[src/sv/rea_pkg.sv]
`default_nettype none

package rea_pkg;

   // Pool size; widths below follow from it. Valid range is 2 to 256.
   localparam int NUM_ENTRIES = 64;
   localparam int SLOT_W      = $clog2(NUM_ENTRIES);
   localparam int FILL_W      = $clog2(NUM_ENTRIES + 1);

   localparam int CMD_W    = 2;
   localparam int IDX_W    = 8;
   localparam int STATUS_W = 3;
   localparam int COUNT_W  = 8;

   localparam logic [COUNT_W-1:0] COUNT_LIMIT = 8'd255;

   typedef enum logic [CMD_W-1:0] {
      CMD_ALLOC   = 2'd0,
      CMD_RETAIN  = 2'd1,
      CMD_RELEASE = 2'd2,
      CMD_NOP     = 2'd3
   } cmd_type;

   typedef enum logic [STATUS_W-1:0] {
      STAT_OK         = 3'd0,
      STAT_EMPTY      = 3'd1,
      STAT_SATURATED  = 3'd2,
      STAT_NOT_IN_USE = 3'd3,
      STAT_FREED      = 3'd4
   } status_type;

   // Commands from the controller to the datapath.
   typedef struct packed {
      logic load;
      logic exec;
   } ctl_cmd_type;

endpackage

`default_nettype wire

[src/sv/rea_ctrl.sv]
`default_nettype none

module rea_ctrl (
   input  wire logic                 clock,
   input  wire logic                 reset,
   input  wire logic                 start,
   output logic                      busy,
   output logic                      rsp_valid,
   output rea_pkg::ctl_cmd_type      ctl
);
   import rea_pkg::*;

   typedef enum logic [1:0] {
      S_IDLE = 2'b01,
      S_EXEC = 2'b10
   } state_type;

   state_type state_ff;
   state_type state_in;
   logic      rsp_valid_ff;

   always_comb begin
      state_in = state_ff;
      case (state_ff)
         S_IDLE: begin
            if (start) state_in = S_EXEC;
         end
         S_EXEC: begin
            state_in = S_IDLE;
         end
         default: begin
            state_in = S_IDLE;
         end
      endcase
   end

   always_ff @(posedge clock) begin
      if (reset) begin
         state_ff     <= S_IDLE;
         rsp_valid_ff <= 1'b0;
      end else begin
         state_ff     <= state_in;
         rsp_valid_ff <= (state_ff == S_EXEC);
      end
   end

   assign busy     = (state_ff != S_IDLE);
   assign ctl.load = start && (state_ff == S_IDLE);
   assign ctl.exec = (state_ff == S_EXEC);
   assign rsp_valid = rsp_valid_ff;

`ifndef ASSERT_OFF
   a_accept_goes_exec : assert property (@(posedge clock) disable iff (reset)
      (start && !busy) |=> (state_ff == S_EXEC))
      else $error("accepted transaction did not enter execute");
   a_exec_gives_result : assert property (@(posedge clock) disable iff (reset)
      (state_ff == S_EXEC) |=> (state_ff == S_IDLE && rsp_valid_ff))
      else $error("execute cycle did not produce exactly one result");
   a_result_single : assert property (@(posedge clock) disable iff (reset)
      rsp_valid_ff |=> !rsp_valid_ff)
      else $error("result strobe held for more than one cycle");
`endif

endmodule

`default_nettype wire

[src/sv/rea_datapath.sv]
`default_nettype none

module rea_datapath (
   input  wire logic                          clock,
   input  wire logic                          reset,
   input  wire rea_pkg::ctl_cmd_type          ctl,
   input  wire logic [rea_pkg::CMD_W-1:0]     req_cmd,
   input  wire logic [rea_pkg::IDX_W-1:0]     req_entry_index,
   output logic [rea_pkg::STATUS_W-1:0]       rsp_status,
   output logic [rea_pkg::IDX_W-1:0]          rsp_result_index,
   output logic [rea_pkg::COUNT_W-1:0]        rsp_ref_count
);
   import rea_pkg::*;

   // Free-index stack. A slot never pushed since reset reads as its own index.
   logic [SLOT_W-1:0]      stack_mem [NUM_ENTRIES];
   logic [NUM_ENTRIES-1:0] stack_vld_ff;
   logic [COUNT_W-1:0]     count_mem [NUM_ENTRIES];
   logic [NUM_ENTRIES-1:0] in_use_ff;
   logic [FILL_W-1:0]      free_count_ff;
   logic [FILL_W-1:0]      free_count_in;

   // Transaction captured at acceptance, with the registered memory reads.
   cmd_type                cmd_ff;
   logic [IDX_W-1:0]       idx_ff;
   logic                   live_ff;
   logic [SLOT_W-1:0]      top_rd_ff;
   logic [SLOT_W-1:0]      top_slot_ff;
   logic                   top_vld_ff;
   logic [COUNT_W-1:0]     cnt_rd_ff;

   logic                   req_in_range;
   logic [SLOT_W-1:0]      req_slot;
   logic [SLOT_W-1:0]      top_slot;
   logic [SLOT_W-1:0]      top_entry;
   logic [SLOT_W-1:0]      idx_slot;
   logic [SLOT_W-1:0]      push_slot;

   status_type             status_in;
   logic [IDX_W-1:0]       index_in;
   logic [COUNT_W-1:0]     count_in;
   logic                   cnt_we;
   logic [SLOT_W-1:0]      cnt_waddr;
   logic [COUNT_W-1:0]     cnt_wdata;
   logic                   use_set;
   logic                   use_clr;
   logic [SLOT_W-1:0]      use_addr;
   logic                   push;

   status_type             rsp_status_ff;
   logic [IDX_W-1:0]       rsp_index_ff;
   logic [COUNT_W-1:0]     rsp_count_ff;

   assign req_in_range = (int'(req_entry_index) < NUM_ENTRIES);
   assign req_slot     = req_in_range ? req_entry_index[SLOT_W-1:0] : '0;
   assign top_slot     = (free_count_ff != '0) ? SLOT_W'(free_count_ff - 1'b1) : '0;
   assign top_entry    = top_vld_ff ? top_rd_ff : top_slot_ff;
   assign idx_slot     = idx_ff[SLOT_W-1:0];
   assign push_slot    = SLOT_W'(free_count_ff);

   always_ff @(posedge clock) begin
      if (ctl.load) begin
         cmd_ff      <= cmd_type'(req_cmd);
         idx_ff      <= req_entry_index;
         live_ff     <= req_in_range && in_use_ff[req_slot];
         top_rd_ff   <= stack_mem[top_slot];
         top_slot_ff <= top_slot;
         top_vld_ff  <= stack_vld_ff[top_slot];
         cnt_rd_ff   <= count_mem[req_slot];
      end
   end

   always_comb begin
      status_in     = STAT_OK;
      index_in      = idx_ff;
      count_in      = '0;
      free_count_in = free_count_ff;
      cnt_we        = 1'b0;
      cnt_waddr     = idx_slot;
      cnt_wdata     = '0;
      use_set       = 1'b0;
      use_clr       = 1'b0;
      use_addr      = idx_slot;
      push          = 1'b0;
      case (cmd_ff)
         CMD_ALLOC: begin
            if (free_count_ff == '0) begin
               status_in = STAT_EMPTY;
               index_in  = '0;
            end else begin
               free_count_in = FILL_W'(free_count_ff - 1'b1);
               cnt_we        = 1'b1;
               cnt_waddr     = top_entry;
               use_set       = 1'b1;
               use_addr      = top_entry;
               index_in      = IDX_W'(top_entry);
            end
         end
         CMD_RETAIN: begin
            if (!live_ff) begin
               status_in = STAT_NOT_IN_USE;
            end else if (cnt_rd_ff == COUNT_LIMIT) begin
               status_in = STAT_SATURATED;
               count_in  = COUNT_LIMIT;
            end else begin
               cnt_we    = 1'b1;
               cnt_wdata = COUNT_W'(cnt_rd_ff + 1'b1);
               count_in  = COUNT_W'(cnt_rd_ff + 1'b1);
            end
         end
         CMD_RELEASE: begin
            if (!live_ff) begin
               status_in = STAT_NOT_IN_USE;
            end else if (cnt_rd_ff != '0) begin
               cnt_we    = 1'b1;
               cnt_wdata = COUNT_W'(cnt_rd_ff - 1'b1);
               count_in  = COUNT_W'(cnt_rd_ff - 1'b1);
            end else begin
               // Last reference gone: return the index to the free stack.
               status_in = STAT_FREED;
               use_clr   = 1'b1;
               if (int'(free_count_ff) < NUM_ENTRIES) begin
                  push          = 1'b1;
                  free_count_in = FILL_W'(free_count_ff + 1'b1);
               end
            end
         end
         CMD_NOP: begin
            status_in = STAT_OK;
         end
         default: begin
            status_in = STAT_OK;
         end
      endcase
   end

   always_ff @(posedge clock) begin
      if (reset) begin
         free_count_ff <= FILL_W'(NUM_ENTRIES);
         in_use_ff     <= '0;
         stack_vld_ff  <= '0;
      end else if (ctl.exec) begin
         free_count_ff <= free_count_in;
         if (use_set) in_use_ff[use_addr] <= 1'b1;
         if (use_clr) in_use_ff[use_addr] <= 1'b0;
         if (push) stack_vld_ff[push_slot] <= 1'b1;
      end
   end

   always_ff @(posedge clock) begin
      if (ctl.exec && push) begin
         stack_mem[push_slot] <= idx_slot;
      end
      if (ctl.exec && cnt_we) begin
         count_mem[cnt_waddr] <= cnt_wdata;
      end
   end

   always_ff @(posedge clock) begin
      if (ctl.exec) begin
         rsp_status_ff <= status_in;
         rsp_index_ff  <= index_in;
         rsp_count_ff  <= count_in;
      end
   end

   assign rsp_status       = rsp_status_ff;
   assign rsp_result_index = rsp_index_ff;
   assign rsp_ref_count    = rsp_count_ff;

`ifndef ASSERT_OFF
   a_fill_bounded : assert property (@(posedge clock) disable iff (reset)
      int'(free_count_ff) <= NUM_ENTRIES)
      else $error("free count exceeds pool size");
   a_pool_conserved : assert property (@(posedge clock) disable iff (reset)
      ($countones(in_use_ff) + int'(free_count_ff)) == NUM_ENTRIES)
      else $error("in-use entries plus free entries differ from pool size");
   a_alloc_free_entry : assert property (@(posedge clock) disable iff (reset)
      (ctl.exec && cmd_ff == CMD_ALLOC && free_count_ff != '0) |-> !in_use_ff[top_entry])
      else $error("free stack handed out an entry already in use");
`endif

endmodule

`default_nettype wire

[src/sv/refcounted_entry_allocator_unit.sv]
`default_nettype none

// Reference-counted entry allocator for a pool of rea_pkg::NUM_ENTRIES entries.
// Request channel: drive req_cmd and req_entry_index with start high; the
// transaction is taken at a rising edge where start is high and busy is low.
// Commands are allocate (pops a free index), retain (count up, saturating at
// 255) and release (count down, or at a count of zero free the entry and put
// its index back on the free stack). Other command codes change nothing.
// Response channel: rsp_valid is high for exactly one cycle with rsp_status,
// rsp_result_index and rsp_ref_count. The receiver cannot stall it.
// Each transaction is a registered read of the free stack and count
// memories at acceptance, then an execute step that computes, writes them
// back and registers the result; no new transaction is taken during execute.
// Busy falls as the result is shown, so the next transaction can be accepted
// in the same cycle as that result strobe.
// Reset (synchronous) marks every entry free with the stack in index order;
// no clearing pass is needed, so the block takes requests right after reset.

module refcounted_entry_allocator_unit (
   input  wire logic                          clock,
   input  wire logic                          reset,
   input  wire logic                          start,
   output logic                               busy,
   input  wire logic [rea_pkg::CMD_W-1:0]     req_cmd,
   input  wire logic [rea_pkg::IDX_W-1:0]     req_entry_index,
   output logic                               rsp_valid,
   output logic [rea_pkg::STATUS_W-1:0]       rsp_status,
   output logic [rea_pkg::IDX_W-1:0]          rsp_result_index,
   output logic [rea_pkg::COUNT_W-1:0]        rsp_ref_count
);
   import rea_pkg::*;

   ctl_cmd_type ctl;

   rea_ctrl u_ctrl (
      .clock     (clock),
      .reset     (reset),
      .start     (start),
      .busy      (busy),
      .rsp_valid (rsp_valid),
      .ctl       (ctl)
   );

   rea_datapath u_datapath (
      .clock            (clock),
      .reset            (reset),
      .ctl              (ctl),
      .req_cmd          (req_cmd),
      .req_entry_index  (req_entry_index),
      .rsp_status       (rsp_status),
      .rsp_result_index (rsp_result_index),
      .rsp_ref_count    (rsp_ref_count)
   );

endmodule

`default_nettype wire

[config.mk]
export PLATFORM = sky130hd
export DESIGN_NAME = refcounted_entry_allocator_unit
export DESIGN_NICKNAME = d
export VERILOG_FILES = /design/src/sv/rea_pkg.sv /design/src/sv/rea_ctrl.sv /design/src/sv/rea_datapath.sv /design/src/sv/refcounted_entry_allocator_unit.sv
export SDC_FILE = /design/constraint.sdc
export NUM_CORES = 2
export LEC_CHECK = 0
export BUFFER_PORTS_ARGS = -buffer_cell sky130_fd_sc_hd__buf_2
export CELL_PAD_IN_SITES_DETAIL_PLACEMENT = 1
export CELL_PAD_IN_SITES_GLOBAL_PLACEMENT = 1
export CORE_UTILIZATION = 49
export CTS_CLUSTER_DIAMETER = 80
export DETAILED_ROUTE_END_ITERATION = 8
export HOLD_SLACK_MARGIN = 0.05
export PLACE_DENSITY = 0.85
export RECOVER_POWER = 100
export SLEW_MARGIN = 40
export SYNTH_ARGS = -nofsm -noshare
export SYNTH_HDL_FRONTEND = slang
export SYNTH_SLANG_ARGS = --single-unit
export TNS_END_PERCENT = 10
[constraint.sdc]
create_clock -name clock -period 5.25 [get_ports clock]
set_input_delay 0.7875 -clock clock [delete_from_list [all_inputs] [get_ports clock]]
set_output_delay 0.7875 -clock clock [all_outputs]
set_load 0.01 [all_outputs]
==> impl_metrics.json <==
{
  "outcome": "finished, violations left",
  "violations": "design-rule violations, max-capacitance violations, max-slew violations",
  "crit_type": "reg2reg",
  "rsz0062_at_grt": "no",
  "end_kind": "flop",
  "clock_sinks": 1085,
  "globalplace.congestion": 0.906,
  "slowest_delay_ps": 960,
  "grt_max_degree": 93,
  "io_pins": 34,
  "top_usage_layer": "met2",
  "synth.distinct_cells": 74,
  "avgSynthCellArea_sq_um": 15.0,
  "startpoint": "u_datapath.cmd_ff[0]$_DFFE_PP_",
  "ys_ff_latch": 1085,
  "final_common_cell": "edfxtp_1",
  "reg2reg_slack_ps": 330,
  "core_sq_mm": 0.0886,
  "slew_violations": 725,
  "period_needed_ps": 4920,
  "ys_top_cells_by_area": "edfxtp_1 65%, dfxtp_1 6.3%, mux4_2 5.9%",
  "power.density_mw_per_mm2": 368,
  "die-area_sq_mm": 0.0908,
  "antenna_found_initial": 7,
  "synth_fp_nets": 2957,
  "syn_inst": 2933,
  "cts-root-buf": "clkbuf_16",
  "cts_hold_buf": 0,
  "die_h_um": 301,
  "cp.required_ps": 5680,
  "yosysTopAreaCell": "edfxtp_1",
  "cts_buffers": 103,
  "grtUsageMet3": 0.0563,
  "crit_slowest_cell": "a21oi_1",
  "drc": 9,
  "path_max_fanout": 19,
  "use_met1": 0.391,
  "tightest_slew_ps": 3590,
  "critPathTopFamily": "buffers and inverters",
  "synth_edf_count": 947,
  "netlist.area_leader.share": 0.647,
  "slew_headroom": -1.40,
  "max_freq_ghz": 0.203,
  "r2r-end": "u_datapath.count_mem[47][5]$_DFFE_PP_",
  "final_nets": 2988,
  "first_iter_violations": 3953,
  "worstHoldPathCells": 1,
  "synth-warning-count": 0,
  "vias": 28385,
  "peakVddDrop_mv": 0.292,
  "start_kind": "flop",
  "worstReg2RegStart": "u_datapath.cmd_ff[0]$_DFFE_PP_",
  "drtAntennaViolNets": 0,
  "p_leak_nw": 15.5,
  "whs_endpoint": "u_datapath.cmd_ff[1]$_DFFE_PP_",
  "setup_slack_ps": 325,
  "setup_viol": 0,
  "routed_wirelength_mm": 134,
  "place_ws_ps": 692,
  "hold_class": "in2reg",
  "worstPathCellList": "inv_1 > ha_1 > and2_0 > nand2_1 > o22ai_1 > o21ai_0 > a21oi_1 > clkbuf_1 > clkbuf_2",
  "groute.usage.overall": 0.294,
  "drive_gt1_frac": 0.142,
  "netlist_area_sq_mm": 0.0439,
  "clock_latency_ps": 700,
  "syn_to_final_growth_pct": 11.1,
  "cp_num_buf_inv": 3,
  "async_flop_share": 0,
  "dp_hpwl_mm": 80.0,
  "tritoncts": "yes",
  "placement_rows": 109,
  "die_x_um": 301,
  "critPathArrivalTime_ps": 5350,
  "fin_skew_ps": 35.3,
  "ys_seq_area_frac": 0.710,
  "layout_common_cells": "947 x edfxtp_1, 346 x nor2_1, 196 x nand2_1",
  "cap_violations": 13,
  "cts_setup_buffers": 0,
  "h-tree-depth": 3,
  "grt_pass1_wl_mm": 197,
  "period_share": 0.938,
  "via_per_inst": 6.73,
  "use_met2": 0.473,
  "cts-resized-gates": 0,
  "place_area_sq_mm": 0.0455,
  "first_global_vias": 29301,
  "fill_cells": 8303,
  "drt-pass1-iter-count": 8,
  "final_cell_area_sq_mm": 0.0488,
  "port_buffers": 33,
  "clk_pin_slew_ps": 60,
  "synth-main-ff-cell": "edfxtp_1",
  "finalHoldViolations": 0,
  "clk_path_buf_depth": 3,
  "r2r_cells": 9,
  "initial_utilization": 0.495,
  "hold_path.startpoint": "req_cmd[1]",
  "finalSetupTns_ps": 0,
  "wl_per_cell_um": 31.7,
  "grt_overflow_total": 0
}
[flip-flops by register name, indices dropped and copies added (netlist names), 7 cells and up]
signal and count:
u_datapath.in_use_ff 64, u_datapath.stack_vld_ff 64, u_datapath.cnt_rd_ff 8, u_datapath.stack_mem 384
u_datapath.count_mem 512, u_datapath.free_count_ff 7, u_datapath.rsp_ref_count 8, u_datapath.rsp_result_index 8
u_datapath.idx_ff 8
[cells by family after synthesis]
kind of cell / after synthesis / synth area share
AOI/OAI and AO/OA: 593 / 0.0890
xor gates and xnor gates: 16 / 0.00319
buffers and inverters: 210 / 0.0190
adders and majority gates: 11 / 0.00313
and+or+nand+nor: 722 / 0.0729
DFF: 1085 / 0.710
muxes: 296 / 0.102
[cell type report]
class                   count  area [sq um]  share of cell area
well taps                1165          1460              0.0299
multi-input cells        1638         11900               0.244
flip-flops and latches   1085         31200               0.640
repair buffers            108           649              0.0133
clock inverters            75           777              0.0159
clock buffers             119          2680              0.0549
inverters                  28           105             0.00215
diodes                      1          2.50           0.0000513
[power breakdown]
part	internal, W	switching, W	leakage (nW)	total (W)
Clock	0.00432	0.00336	1.66	0.00768
Sequential	0.00941	0.0000223	9.72	0.00943
Combinational	0.000206	0.000615	4.09	0.000821
Total	0.0139	0.00400	15.5	0.0179
[routing by layer]
metal | routed length, um | up-vias
met5 | 7 | -
met4 | 6450 | 2
met3 | 14300 | 451
met2 | 63500 | 2072
met1 | 49600 | 14386
li1 | - | 11474
[how the worst max path moves through the flow]
stage	endpoint	slack (ps)	cells past startpoint
after floorplan	u_datapath.count_mem[0][7]$_DFFE_PP_	270	7
after global placement	u_datapath.count_mem[41][0]$_DFFE_PP_	930	10
after detailed placement	u_datapath.count_mem[4][3]$_DFFE_PP_	690	10
after CTS	u_datapath.count_mem[4][7]$_DFFE_PP_	630	10
after global routing	u_datapath.count_mem[36][5]$_DFFE_PP_	200	9
final	u_datapath.count_mem[47][5]$_DFFE_PP_	330	9
[Yosys cell counts (21+ instances only)]
library cell and count:
buf_2 21, nand2_1 197, a31oi_1 23, buf_1 29, nand3_1 55, mux2_2 56, o221ai_1 56, dfxtp_1 138
a21oi_1 169, inv_1 25, o22ai_1 71, nor2_1 342, clkbuf_1 128, edfxtp_1 947, o21ai_0 83, a211oi_1 83
nor3_1 31, mux4_2 116, mux2i_1 121
[metrics by stage]
step / hold slack (ps) / cells / total power [W] / util
floorplan: 432 / 2933 / 0.0101 / -
global placement: 446 / 4022 / 0.0103 / 0.513
detailed placement: 468 / 4023 / 0.0104 / 0.514
CTS: 247 / 4217 / 0.0179 / 0.553
global route: 256 / 4219 / 0.0182 / 0.550
finish: 267 / 4219 / 0.0179 / 0.550
[worst register-to-register path: stages, from the launching register on]
cell      delay, ps
edfxtp_1        480
inv_1           150
ha_1            610
and2_0          310
nand2_1         240
o22ai_1         290
o21ai_0         120
a21oi_1         960
clkbuf_1        930
clkbuf_2        540
(Power assumes the default switching activity.)
